`config.mk`:
```
export PLATFORM = sky130hd
export DESIGN_NAME = lphm_ram
export DESIGN_NICKNAME = d
export VERILOG_FILES = /design/src/hdl/lphm_ram.sv
export SDC_FILE = /design/constraint.sdc
export NUM_CORES = 1
export LEC_CHECK = 0
export ABC_AREA = 0
export BUFFER_PORTS_ARGS = -buffer_cell sky130_fd_sc_hd__buf_2
export CORE_MARGIN = 5
export CORE_UTILIZATION = 60
export CTS_CLUSTER_SIZE = 12
export DETAILED_ROUTE_END_ITERATION = 10
export HOLD_SLACK_MARGIN = 0.12
export PLACE_DENSITY = 0.84
export SETUP_SLACK_MARGIN = 0.5
export SYNTH_ARGS = -nofsm -noshare
export SYNTH_HDL_FRONTEND = slang
export SYNTH_SLANG_ARGS = --single-unit
```
`constraint.sdc`:
```
create_clock -name aclk -period 2.3 [get_ports aclk]
set_clock_uncertainty 0.15 [all_clocks]
set_input_delay 0.23 -clock aclk [delete_from_list [all_inputs] [get_ports aclk]]
set_output_delay 0.23 -clock aclk [all_outputs]
set_load 0.03 [all_outputs]
```
`src/hdl/lphm_ram.sv`:
```
// Generic simple dual-port RAM with one write port and a registered read port.
module lphm_ram #(
    parameter int WIDTH = 8,
    parameter int DEPTH = 16
) (
    input  logic                     aclk,
    input  logic                     wr_en,
    input  logic [$clog2(DEPTH)-1:0] wr_addr,
    input  logic [WIDTH-1:0]         wr_data,
    input  logic [$clog2(DEPTH)-1:0] rd_addr,
    output logic [WIDTH-1:0]         rd_data
);

    logic [WIDTH-1:0] mem [DEPTH];
    logic [WIDTH-1:0] rd_data_reg;

    always_ff @(posedge aclk) begin
        if (wr_en) begin
            mem[wr_addr] <= wr_data;
        end
        rd_data_reg <= mem[rd_addr];
    end

    assign rd_data = rd_data_reg;

endmodule

```
# Word level (Yosys, flattened, before mapping)
# Memories as Yosys holds them, arrays and structs flattened. A register that Yosys moved wholly into a read port is not among the register bits.
# Index checks and enable logic that the tools add are counted.
[classes]
n_addsub = 0
multipliers = 0
n_div = 0
n_lt_le_gt_ge = 0
eq_ne = 0
shift = 0
muxes = 2
bitwise_logic = 0
n_reduce_logical = 0
[ops]
columns = ["cell", "n"]
rows = [
  ["two-way mux 1 bit", 2],
]
[totals]
regBits = 0
latchBits = 0
ram_bits = 128
rom_bits = 0
input_bits = 18
output_inout_bits = 8
wordCells = 3
n_memories = 1
[mem_list]
columns = ["name", "words", "width", "rd", "rd_clocked_by_memory_dff", "wr", "line_no", "rtl"]
rows = [
  ["mem", 16, 8, 1, 1, 1, "14", "logic [WIDTH-1:0] mem [DEPTH];"],
]

# Logic depth before layout (Yosys ltp)
[logic_depth]
ltp_word = 2
mapped_depth = 5
depth_no_buf = 3

# Worst setup path before layout
# OpenSTA, ideal clock, no wires.
[synth_timing]
path_kind = "input-to-reg"
startpoint = "in wr_addr[2]"
endpoint = "mem mem[0][0], enable pin"
setup_ps = 383
t_arrival_ps = 1340
required_time_ps = 1767
path_slack_ps = 427
stages = 2
path_buffers = 0
path_cell_list = "or3b_2 > nor3_1"
[synth_lines]
columns = ["item", "line_no", "rtl"]
rows = [
  ["start: declaration", "8", "input logic [$clog2(DEPTH)-1:0] wr_addr,"],
  ["end: declaration", "14", ""],
]
# Straight into the memory's write port.

# Worst setup path after layout
[layout_timing]
startpoint = "in wr_addr[0]"
endpoint = "mem mem[6][0], enable pin"
# Straight into the memory's write port.

==> impl_metrics.csv <==
group,metric,value,unit
synth,synth_mux_area_frac,0.1502,
cells_and_area,syn_to_final_growth,19.86,%
power_and_ir_drop,power_density,917.3,nW/um^2
hold_path,whs_path_depth,5,
setup_path,rr_worst_depth,3,
cells_and_area,layout_common_cells,"edfxtp_1 (128), buf_2 (25), mux4_2 (18), buf_4 (18)",
route,totalWireLength,10310,um
timing,slew_violations,0,
route,drt-met1-wl,3960,um
placed_design,place_inst,369,
clock_network,cts_tree,"yes",
cells_and_area,postLayoutCoreUtil,0.7434,
route,route.met2.wl,5320,um
synth,ys_seq_area_frac,0.7778,
timing,tns,0,ps
setup_path,path_class,"in -> reg",
synth,netlist_top_cells_area,"edfxtp_1 (75%), mux4_2 (7.9%), mux4_1 (7.1%)",
setup_path,critPathLaunchType,"input pin",
timing,finalSetupViolations,0,
clock_network,htree_levels,4,
floorplanning,io-pin-count,26,
synth,synth_top_family_by_area,"multiplexers",
placed_design,dpl.hpwl,5973,um
clock_network,clockBufferDepth,2,
route,ant_nets,0,
setup_path,cp.required,2370,ps
placed_design,placedInstanceArea,5498,um^2
synth,synthAdderAreaFrac,0,
status,status,"finished clean",
timing,period_share,0.7348,
cells_and_area,nFillCells,422,
setup_path,path_max_fanout,7,
timing,fmax,0.5917,GHz
route,drt-initial-drc-count,354,
timing,slew_headroom,0.4129,
power_and_ir_drop,combPwrFrac,0.054,
global_routing,grt_pass1_vias,2714,
synth,yosys.area.top_type,"edfxtp_1",
power_and_ir_drop,clockPowerShare,0.454,
timing,worst_slew_pin_slew,877.4,ps
synth,synth_top_area_frac,0.7467,
floorplanning,die_x,102.6,um
synth,ys_types,19,
clock_network,clock_latency,510,ps
clock_network,postCtsSetupBuffers,0,
floorplanning,die_h,102.6,um
power_and_ir_drop,switchingPower,1.171,mW
floorplanning,rows,33,
synth,synth_xor_area_frac,0,
global_routing,grt_pass1_wl,15940,um
setup_path,cp_cell_sequence,"dlygate4sd3_1, buf_2, nand2b_1, nor2_1, buf_4",
synth,netlist_instances,229,
hold_path,hp-class,"in -> reg",
route,route.met3.wl,889,um
timing,rsz0062_at_grt,"false",
power_and_ir_drop,peakVddDrop,623.8,uV
clock_network,cts_buffers,17,
synth,synth_area,5147,um^2
setup_path,cp_top_family,"buffers and inverters",
route,via_per_inst,6.333,
setup_path,crit_path_end_kind,"flop",
timing,hold_viol,0,
timing,min_period,1690,ps
global_routing,grt_start_max_net_pins,33,
cells_and_area,final_nets,311,
clock_network,ctsResizeCount,0,
placed_design,port_buffers,25,
synth,postSynthAreaPerCell,22.48,um^2
global_routing,antenna_found_initial,0,
cells_and_area,layout_commonest_cell,"edfxtp_1",
setup_path,crit_buf_inv,3,
synth,syn-num-nets,247,
route,wl_per_cell,25.09,um
power_and_ir_drop,p_leak,2.133,nW
setup_path,critPathSlowestCell,"dlygate4sd3_1",
clock_network,cts_root_buffer,"clkbuf_8",
cells_and_area,instances_no_fill,411,
cells_and_area,drive_gt1_frac,0.3137,
cells_and_area,n_antenna_cell,0,
synth,synth_compound_area_frac,0.02333,
power_and_ir_drop,swShare,0.2068,
power_and_ir_drop,p_int,4.489,mW
route,drc,0,
setup_path,worstPathArrival,1760,ps
placed_design,globalplace.congestion,0.7742,
clock_network,clkTransAtPathRegs,60,ps
route,top_layer,"met4",
cells_and_area,fin_area,6170,um^2
route,vias,2603,
synth,synth_seq_cells,136,
synth,synth-simple-area-share,0.03184,
route,firstDrtPassIters,5,
flow_run,cap_violations,0,
floorplanning,core,8299,um^2
floorplanning,die-area,10530,um^2
global_routing,grt.overflow.total,0,
setup_path,slowest_delay,530,ps
synth,yosys_warnings,0,
setup_path,cp.depth,5,
floorplanning,start_util,0.6202,
global_routing,track_usage,0.2193,
cells_and_area,largest_register_ffs,128,
clock_network,cts_hold_buffers,10,
clock_network,cts_num_sinks,136,
power_and_ir_drop,power_frac_seq,0.492,
-- layout make-up --
type / instances / area, um^2 / area share
Clock buffer: 20 / 445.4 / 0.07220
Sequential cell: 136 / 4004 / 0.6490
Clock inverter: 12 / 126.4 / 0.02048
Tap cell: 105 / 131.4 / 0.02129
Multi-Input combinational cell: 83 / 1062 / 0.1722
Timing Repair Buffer: 55 / 400.4 / 0.06490
-- kinds of logic (layout without fill, tap and decap cells) --
group / after synthesis / in the layout
mux: 32 / 32
flops: 136 / 136
buf+inv: 10 / 87
compound gates: 16 / 16
simple gates: 35 / 35
-- routing by layer --
layer / vias up / global-route usage
li1: 1100 / -
met1: 1320 / 0.3006
met2: 171 / 0.3565
met3: 12 / 0.04330
met4: 0 / 0.08174
met5: - / 0
-- power by group through the flow --
stage	logic, mW	registers (mW)	clock network (mW)
floorplan	0.141	2.87	0
global placement	0.276	2.83	0
detailed placement	0.287	2.84	0
CTS	0.306	2.79	2.59
global route	0.325	2.79	2.72
finish	0.304	2.79	2.57
-- synth_stat cells --
| cell type | n |
|---|---|
| clkdlybuf4s25_2 | 3 |
| and2_1 | 1 |
| mux4_1 | 14 |
| or3b_2 | 1 |
| edfxtp_1 | 128 |
| nor2_1 | 13 |
| nand2_1 | 9 |
| nand3_1 | 1 |
| mux4_2 | 18 |
| nand2b_1 | 2 |
| a22oi_1 | 16 |
| buf_2 | 3 |
| nand3b_1 | 2 |
| nor2b_1 | 1 |
| nor3_1 | 4 |
| buf_4 | 1 |
| and2b_1 | 1 |
| dfxtp_1 | 8 |
| buf_6 | 3 |
-- final timing paths --
kind         slack [ps]  startpoint          to
min                 160  rd_addr[2]  rd_data[3]
min reg2reg         530   mem[8][3]  rd_data[3]
max reg2reg         740   mem[1][3]  rd_data[3]
max                 610  wr_addr[0]   mem[6][0]
-- metrics by stage --
step           setup WS, ps  power (mW)  hold slack (ps)
6_report              609.9       5.660            161.3
5_1_grt               536.4       5.837            189.4
4_1_cts               614.9       5.687            140.9
3_5_place_dp          428.2       3.125            466.6
3_3_place_gp          496.7       3.108            453.5
2_1_floorplan         653.9       3.008            178.9
-- worst min-delay path, delay by kind of cell --
kind | cells | cell delay [ps]
buf+inv | 2 | 290
simple gates | 2 | 160
compound gates | 1 | 90
Note: power is estimated with default switching activity, not from simulation.
