[src/hdl/lphm_pkg.sv]
// Shared types and constants for the linear-probe hash map core.
package lphm_pkg;

    localparam int KEY_W   = 64;
    localparam int VALUE_W = 32;
    localparam int ENTRY_W = 10;
    localparam int STATUS_W = 2;

    localparam logic OP_GET = 1'b0;
    localparam logic OP_SET = 1'b1;

    localparam logic [STATUS_W-1:0] ST_OK        = 2'd0;
    localparam logic [STATUS_W-1:0] ST_NOT_FOUND = 2'd1;
    localparam logic [STATUS_W-1:0] ST_FULL      = 2'd2;
    localparam logic [STATUS_W-1:0] ST_INVALID   = 2'd3;

    typedef struct packed {
        logic               used;
        logic [KEY_W-1:0]   key;
        logic [VALUE_W-1:0] value;
    } slot_t;

endpackage

[src/hdl/lphm_hash.sv]
// Iterative 64-bit FNV-1a hash unit, one key byte per cycle.
module lphm_hash (
    input  logic                      aclk,
    input  logic                      aresetn,
    input  logic                      start,
    input  logic [lphm_pkg::KEY_W-1:0] key,
    output logic                      done,
    output logic [lphm_pkg::KEY_W-1:0] hash
);

    localparam logic [63:0] FNV_OFFSET = 64'hcbf29ce484222325;
    localparam int          ROUNDS     = 8;

    logic [63:0] h_reg, h_next;
    logic [63:0] k_reg, k_next;
    logic [2:0]  round_reg, round_next;
    logic        busy_reg, busy_next;
    logic        done_reg, done_next;

    // Xor in one byte, then multiply by the FNV prime 2^40 + 0x1b3 as shifts and adds.
    function automatic logic [63:0] fnv_round(input logic [63:0] h, input logic [7:0] b);
        logic [63:0] t;
        t = h ^ {56'd0, b};
        return t + (t << 1) + (t << 4) + (t << 5) + (t << 7) + (t << 8) + (t << 40);
    endfunction

    always_comb begin
        h_next     = h_reg;
        k_next     = k_reg;
        round_next = round_reg;
        busy_next  = busy_reg;
        done_next  = 1'b0;
        if (start) begin
            h_next     = FNV_OFFSET;
            k_next     = key;
            round_next = '0;
            busy_next  = 1'b1;
        end else if (busy_reg) begin
            h_next     = fnv_round(h_reg, k_reg[7:0]);
            k_next     = k_reg >> 8;
            round_next = round_reg + 3'(1);
            if (round_reg == 3'(ROUNDS - 1)) begin
                busy_next = 1'b0;
                done_next = 1'b1;
            end
        end
    end

    always_ff @(posedge aclk) begin
        if (!aresetn) begin
            busy_reg  <= 1'b0;
            done_reg  <= 1'b0;
            round_reg <= '0;
        end else begin
            busy_reg  <= busy_next;
            done_reg  <= done_next;
            round_reg <= round_next;
        end
        h_reg <= h_next;
        k_reg <= k_next;
    end

    assign done = done_reg;
    assign hash = h_reg;

endmodule

[config.mk]
export PLATFORM = sky130hd
export DESIGN_NAME = lphm_hash
export DESIGN_NICKNAME = d
export VERILOG_FILES = /design/src/hdl/lphm_pkg.sv /design/src/hdl/lphm_hash.sv
export SDC_FILE = /design/constraint.sdc
export NUM_CORES = 1
export LEC_CHECK = 0
export BUFFER_PORTS_ARGS = -buffer_cell sky130_fd_sc_hd__buf_2
export CORE_MARGIN = 3
export CORE_UTILIZATION = 45
export DETAILED_ROUTE_END_ITERATION = 8
export GPL_ROUTABILITY_DRIVEN = 0
export REMOVE_ABC_BUFFERS = 1
export SYNTH_ARGS = -nofsm -noshare
export SYNTH_HDL_FRONTEND = slang
export SYNTH_SLANG_ARGS = --single-unit
[constraint.sdc]
create_clock -name aclk -period 14.9 [get_ports aclk]
set_input_delay 0.745 -clock aclk [delete_from_list [all_inputs] [get_ports aclk]]
set_output_delay 0.745 -clock aclk [all_outputs]
set_load 0.005 [all_outputs]
* Word level (Yosys, flattened, before mapping)
Index checks and enable logic that the tools add are counted.
** Word-level totals
- Input port bits :: 67
- Logic and storage cells :: 25
- Flip-flop bits (word level) :: 133
- Output and inout bits :: 65
** Cells by class
- Add/sub/neg operators :: 7
- Mux-type cells :: 6
- Reduce and logical (&&, ||, !) cells :: 3
- Eq/ne operators :: 1
- Bitwise operators :: 3
** Operators by type and width (number)
- $add A64 B64 Y64 :: 6
- $mux W64 :: 2
- $xor A64 B8 Y64 :: 1
- $mux W1 :: 4
- $add A3 B1 Y3 const B :: 1
- $eq A3 B3 Y1 const B :: 1
- $reduce_or A3 Y1 :: 1
- $not A1 Y1 :: 2
- $reduce_bool A2 Y1 :: 1
- $reduce_or A2 Y1 :: 1

* Depth between registers and ports, before layout
Gate-level depths: netlist (run 1).
- Depth in word-level cells :: 7
- Gate-level depth with buffers :: 20
- Mapped depth without buffers :: 20

* Worst setup path before layout (run 1)
Ideal clock, no wire load.
- Kind :: register to register
- From :: reg h_reg[32] (netlist: hash[32])
- To :: reg h_reg[57] (netlist: hash[57])
- Slack :: 9.678 ns
- Period minus slack after synthesis :: 5.222 ns
- Required time :: 14.784 ns
- Cell stages (with the launch flop) :: 20
- Arrival :: 5.105 ns
- Cells stage by stage :: dfxtp_1 inv_1 fa_1 inv_1 fa_1 fa_1 inv_1 fa_1 inv_1 ha_1 clkbuf_2 nand4_1 or4_4 or4_1 a21oi_2 nor3_1 o31a_1 o21ai_4 nand4_1 o211a_1
** On the way
- Cells in the longest elaborated chain, start to end :: 7
** Ends and longest elaborated chain
- start, declared :: line lphm_hash.sv:14 : logic [63:0] h_reg, h_next;
- start signal, assigned :: line lphm_hash.sv:59 : h_reg <= h_next;
- $xor A64 B8 Y64 * :: line lphm_hash.sv:23 : t = h ^ {56'd0, b};
- $add A64 B64 Y64 (4 in series) :: line lphm_hash.sv:24 : return t + (t << 1) + (t << 4) + (t << 5) + (t << 7) + (t << 8) + (t << 40);
- $add A64 B64 Y64 * (2 in series) :: line lphm_hash.sv:24
Every way passes the cells marked *; elsewhere a longest branch is shown, timed or not.
A chain may end at the register's enable or synchronous reset.

* Worst setup path in the final report (run 1)
- From :: reg k_reg[4]
- To :: reg h_reg[49] (netlist: hash[49])
** On the way
- Cells in the longest elaborated chain, start to end :: 7
** Ends and longest elaborated chain
- start, declared :: line lphm_hash.sv:15 : logic [63:0] k_reg, k_next;
- start signal, assigned :: line lphm_hash.sv:60 : k_reg <= k_next;
- $xor A64 B8 Y64 * :: line lphm_hash.sv:23
- $add A64 B64 Y64 (5 in series) :: line lphm_hash.sv:24
- $add A64 B64 Y64 * :: line lphm_hash.sv:24
Marked as above.

==> flow_summary.json, run 1 <==
{
  "synthDistinctLibCells": 63,
  "grt_overflow": 0,
  "synth_area_leaders": "fa_1 (31%), edfxtp_1 (12%), inv_1 (9.7%)",
  "synth_most_common_cell": "inv_1",
  "fin_crit_ns": 6.17,
  "dp_hpwl_mm": 32.6,
  "worstMarginPinSlew_ns": 1.25,
  "crit_required_ns": 15.23,
  "clockBufferDepth": 2,
  "clock_latency_ns": 0.43,
  "syn_area_per_cell_um2": 9.79,
  "io_pins": 132,
  "start_util_pct": 46.2,
  "seq_area_frac_synth_pct": 21.1,
  "async_reset_ff_share_pct": 0,
  "cts_tree": "built",
  "clk_pin_slew_worst_paths_ns": 0.07,
  "critPathLaunchType": "flop",
  "grt_pass1_vias": 11900,
  "finalInstanceArea_mm2": 0.0173,
  "synth_common_cells": "inv_1 (405), fa_1 (245), ha_1 (112), a21oi_1 (79), dfxtp_1 (69)",
  "antenna_found_initial": 0,
  "cts-htree-levels": 4,
  "drtIter0Drc": 708,
  "synth_edf_count": 64,
  "synth_seq_cells": 133,
  "nets": 2129,
  "rows": 67,
  "die_w_um": 193,
  "firstDrtPassIters": 5,
  "post_cts_resized": 0,
  "syn2layout_area_growth_pct": 10.5,
  "seq_area_mm2": 0.00330,
  "cts_buffers": 17,
  "max-slew-margin-rel_pct": 15.9,
  "maxCapViolCount": 0,
  "num_antenna_cells": 0,
  "dr_wl_met3_mm": 2.11,
  "grt_pass1_wl_mm": 65.4,
  "vias": 11500,
  "outcome": "finished, final reports clean",
  "cp_data_arrival_time_ns": 6.50,
  "routed-wl-met2_mm": 19.4,
  "viasPerCell": 5.31,
  "rsz0062_at_grt": "false",
  "fin_skew_ns": 0.0123,
  "drt-met1-wl_mm": 17.6,
  "post-cts-setup-buffers": 0,
  "end_kind": "flop",
  "cts_root_buffer": "clkbuf_16",
  "holdBufCountCts": 0,
  "maxUsedRoutingLayer": "met4",
  "synth_area_leader_cell": "fa_1",
  "netlist_area_mm2": 0.0157,
  "holdCritPathClass": "flop to flop",
  "period_share_pct": 41.4,
  "core-area_mm2": 0.0340,
  "drt-total-wl_mm": 40.4,
  "fmax_mhz": 162,
  "die-area_mm2": 0.0371,
  "crit_type": "flop to flop",
  "tns_ns": 0,
  "clock_sinks": 133,
  "hold_viol_final": 0,
  "syn-instance-count": 1601,
  "grt_max_degree": 79,
  "dieHeight_um": 193,
  "yosys.area.top_type_share_pct": 31.3,
  "numPortBuffers": 131,
  "setup_viol": 0,
  "postRouteAntennaNets": 0,
  "critical_path.max_fanout": 6,
  "drv_slew": 0,
  "drc": 0,
  "yosys_warnings": 0,
  "multiInputGateArea_mm2": 0.0106,
  "fillers": 3227,
  "synth_flop_cell": "dfxtp_1",
  "wl_per_cell_um": 18.6,
  "grt_use_total_pct": 23.0,
  "postPlaceCellArea_mm2": 0.0167,
  "layout-drive-gt1-share_pct": 13.7
}
area by class of cell:
type	count	share of cell area (%)
Sequential cell	133	19.1
Inverter	407	8.83
Timing Repair Buffer	137	4.06
Tap cell	448	3.24
Clock buffer	17	2.46
Multi-Input combinational cell	1009	61.4
Clock inverter	15	0.968
worst paths after layout:
path	cells after the start	slack (ns)	to	startpoint
setup / recovery	17	8.73	hash[49]$_SDFFE_PP1P_	k_reg[4]$_DFFE_PP_
hold / removal	2	0.51	round_reg[1]$_SDFFE_PP0P_	round_reg[1]$_SDFFE_PP0P_
setup reg to reg	17	8.73	hash[49]$_SDFFE_PP1P_	k_reg[4]$_DFFE_PP_
hold reg to reg	2	0.51	round_reg[1]$_SDFFE_PP0P_	round_reg[1]$_SDFFE_PP0P_
critical path, stage by stage (launching register included):
cell and delay (ns):
edfxtp_1 0.37, xor2_1 0.83, inv_1 0.24, fa_1 0.56, inv_1 0.06, fa_1 0.47
fa_1 0.50, ha_1 0.32, ha_1 0.38, o211ai_1 0.11, o21ai_0 0.44, o2111ai_1 0.30
a211oi_1 0.46, o21ai_0 0.19, and2_1 0.22, o21ai_0 0.23, xor2_1 0.10, a211o_1 0.29
logic make-up after synthesis:
logic type | after synthesis | synth area share (%)
buffers and inverters | 459 | 11.1
multiplexers | 77 | 5.36
AND/OR/NAND/NOR | 237 | 7.31
adder cells (fa/ha/maj) | 357 | 40.2
flip-flops | 133 | 21.1
XOR/XNOR | 71 | 3.97
AO/OA/AOI/OAI | 267 | 11.0
stage by stage:
stage	cells	worst slack [ns]	hold slack, ns	util (%)
floorplan	1549	9.70	0.465	-
global placement	2134	8.80	0.482	49.3
detailed placement	2134	8.67	0.502	49.3
CTS	2166	8.67	0.517	51.0
global route	2166	8.30	0.543	51.0
finish	2166	8.73	0.508	51.0
per-layer routing:
layer	vias to the layer above	track usage [%]
met5	-	0
met4	0	7.14
met3	60	3.52
met2	321	38.3
met1	5763	31.1
li1	5347	-
cells in the final DEF, fill, tap and decap left out, types with 5 or more instances in the layout:
master / count
clkbuf_16: 17
a31oi_1: 6
and3_1: 6
buf_4: 7
fa_1: 245
a21o_1: 31
a211oi_1: 11
o22ai_1: 12
o21a_1: 5
o211ai_1: 16
edfxtp_1: 64
o2111ai_1: 6
mux2_2: 56
inv_1: 404
mux2i_1: 21
xnor2_1: 51
o21ai_0: 48
and2_1: 16
o21bai_1: 10
ha_1: 112
nand4_1: 23
a22oi_1: 8
a211o_1: 5
nand2_1: 66
nor3_1: 20
nor2_1: 65
nand3_1: 15
buf_2: 130
dfxtp_1: 68
a21oi_1: 79
xor2_1: 20
inv_6: 6
Power of run 1 is left out: the tool's default activity adds up to more than one toggle a clock period on the data nets, which glitch-free logic cannot reach.
==> inputs of run 2 (changes only) <==
--- a/config.mk
+++ b/config.mk
@@ -10,6 +10,7 @@
 export CORE_UTILIZATION = 45
 export DETAILED_ROUTE_END_ITERATION = 8
 export GPL_ROUTABILITY_DRIVEN = 0
+export PLACE_DENSITY = 0.65
 export REMOVE_ABC_BUFFERS = 1
 export SYNTH_ARGS = -nofsm -noshare
 export SYNTH_HDL_FRONTEND = slang
==> constraint.sdc (replaced) <==
create_clock -name aclk -period 5 [get_ports aclk]
set_input_delay 0.25 -clock aclk [delete_from_list [all_inputs] [get_ports aclk]]
set_output_delay 0.25 -clock aclk [all_outputs]
set_load 0.005 [all_outputs]
==> run 2 against run 1 <==
Flip-flop and latch count did not move. Highest routed layer unchanged. Cell count is 14% higher. Wire length rose by 13%. Register-to-register slack got worse by 8.8 ns. Utilization increased by 10 points. The run now ends with negative setup slack left. Sequential share of layout area decreased by 3.1 points. Non-clock buffer count rose by 298. Clock skew rose by 0.0085 ns. Count of clock-buffer cells in the layout up 2. Fmax up 21%. Global-route usage up 1.9 points. Setup slack worse by 8.8 ns.
==> flow_summary.json, run 2 (same netlist as run 1, synthesis figures left out) <==
{
  "outcome": "finished with violations",
  "violations": "negative setup slack",
  "cp_data_arrival_time_ns": 5.41,
  "r2r_start": "hash[18]$_SDFFE_PP0P_",
  "clock_sinks": 133,
  "fin_crit_ns": 5.09,
  "num_antenna_cells": 0,
  "clock_latency_ns": 0.43,
  "fin_skew_ns": 0.0208,
  "die-area_mm2": 0.0371,
  "nets": 2427,
  "multiInputGateArea_mm2": 0.0117,
  "dp_hpwl_mm": 34.7,
  "cts_tree": "built",
  "drc": 0,
  "rsz0062_at_grt": "true",
  "grt_pass1_vias": 13500,
  "numPortBuffers": 131,
  "fillers": 2729,
  "clk_pin_slew_worst_paths_ns": 0.08,
  "critical_path.max_fanout": 5,
  "crit_required_ns": 5.33,
  "drt-met1-wl_mm": 19.4,
  "clockBufferDepth": 2,
  "min_from": "aresetn",
  "max-slew-margin-rel_pct": 32.2,
  "period_share_pct": 102,
  "final_common_cell": "inv_1",
  "crit_type": "flop to flop",
  "final_cell_mix": "inv_1 (370), buf_4 (277), fa_1 (243)",
  "viasPerCell": 5.19,
  "cp_cell_sequence": "clkinvlp_4 > buf_12 > buf_6 > fa_1 > inv_2 > fa_1 > inv_2 > fa_1 > inv_2 > ha_4 > ha_4 > and4_4 > nand3_2 > or4_4 > a21oi_4 > nor3_2 > o31a_1 > o21ai_4 > nand4_1 > o211a_1",
  "grt_max_degree": 72,
  "die_w_um": 193,
  "seq_area_mm2": 0.00333,
  "drtIter0Drc": 849,
  "vias": 12800,
  "holdCritPathClass": "primary input to flop",
  "syn2layout_area_growth_pct": 33.0,
  "dr_wl_met3_mm": 2.18,
  "max_stage_delay_ns": 0.54,
  "critPathBufInv": 6,
  "cts_buffers": 17,
  "maxUsedRoutingLayer": "met4",
  "firstDrtPassIters": 5,
  "cpLargestDelayFamily": "adder cells",
  "routed-wl-met2_mm": 22.3,
  "dieHeight_um": 193,
  "drt-total-wl_mm": 45.6,
  "postRouteAntennaNets": 0,
  "grt_overflow": 0,
  "crit_start": "hash[18]$_SDFFE_PP0P_",
  "io_pins": 132,
  "drv_slew": 0,
  "critPathLaunchType": "flop",
  "end_kind": "flop",
  "finalWorstSetupSlack_ns": -0.0861,
  "start_util_pct": 46.2,
  "core-area_mm2": 0.0340,
  "maxCapViolCount": 0,
  "cts-htree-levels": 4,
  "worstMarginPinSlew_ns": 1.02,
  "antenna_found_initial": 0,
  "rows": 67,
  "critPathSlowestCell": "or4_4",
  "fmax_mhz": 197,
  "cts_root_buffer": "clkbuf_16",
  "setup_viol": 4,
  "wl_per_cell_um": 18.5,
  "grt_pass1_wl_mm": 71.4,
  "layout-drive-gt1-share_pct": 35.5,
  "tns_ns": -0.188,
  "hold_viol_final": 0,
  "grt_use_total_pct": 24.9
}
-- run 2: changes by cell type in the layout (fill, tap and decap cells not counted), moves of 10 or more --
cell and delta:
a21oi_1 -18, buf_6 +18, ha_1 -45, buf_12 +10, ha_4 +40, buf_4 +270, inv_2 +21, dfxtp_1 -16
inv_1 -34, dfxtp_2 +14, o21ai_0 -17, a21oi_2 +16
-- run 2: layout make-up --
type                            instances  share of cell area, %
Timing Repair Buffer                  435                   15.0
Clock inverter                         13                  0.480
Sequential cell                       133                   16.0
Tap cell                              448                   2.69
Multi-Input combinational cell       1009                   56.2
Clock buffer                           19                   2.08
Inverter                              407                   7.56
-- run 2: metal layers --
layer | track usage (%) | vias to the layer above
met4 | 10.4 | 0
met1 | 33.4 | 6408
met2 | 40.9 | 359
li1 | - | 5946
met5 | 0 | -
met3 | 3.38 | 82
-- run 2: worst reg2reg max path: cells and delay by family (launching register included) --
kind            cells  cell delay, ns
flops               1            0.35
buf+inv             6            0.60
simple gates        5            1.07
compound gates      4            0.87
fa+ha+maj           5            2.10
-- run 2: path summary, 6_finish.rpt --
path / end / slack, ns / cells after the start
max: hash[57]$_SDFFE_PP1P_ / -0.09 / 20
min: busy_reg$_SDFF_PN0_ / 0.09 / 2
max reg2reg: hash[57]$_SDFFE_PP1P_ / -0.09 / 20
min reg2reg: round_reg[2]$_SDFFE_PP0P_ / 0.52 / 2
-- run 2: metrics by stage --
| step | cells | util [%] | instance area (µm²) | setup slack [ns] | hold slack [ns] |
|---|---|---|---|---|---|
| final | 2464 | 61.4 | 20800 | -0.0861 | 0.0886 |
| after global routing | 2464 | 61.4 | 20800 | -0.246 | 0.0842 |
| after CTS | 2439 | 58.7 | 19900 | -0.0802 | 0.0722 |
| after detailed placement | 2387 | 55.0 | 18700 | -0.297 | 0.512 |
| after global placement | 2387 | 55.0 | 18700 | -0.180 | 0.484 |
| after floorplan | 1549 | - | 15500 | -0.201 | 0.319 |
-- run 2: repair_timing --
action,in CTS,in global routing
setup buffers,20,29
resized for setup,112,140
hold buffers,0,0
endpoints found under the setup margin,31,36
pin swaps,28,66
Power of run 2 is left out for the same reason.
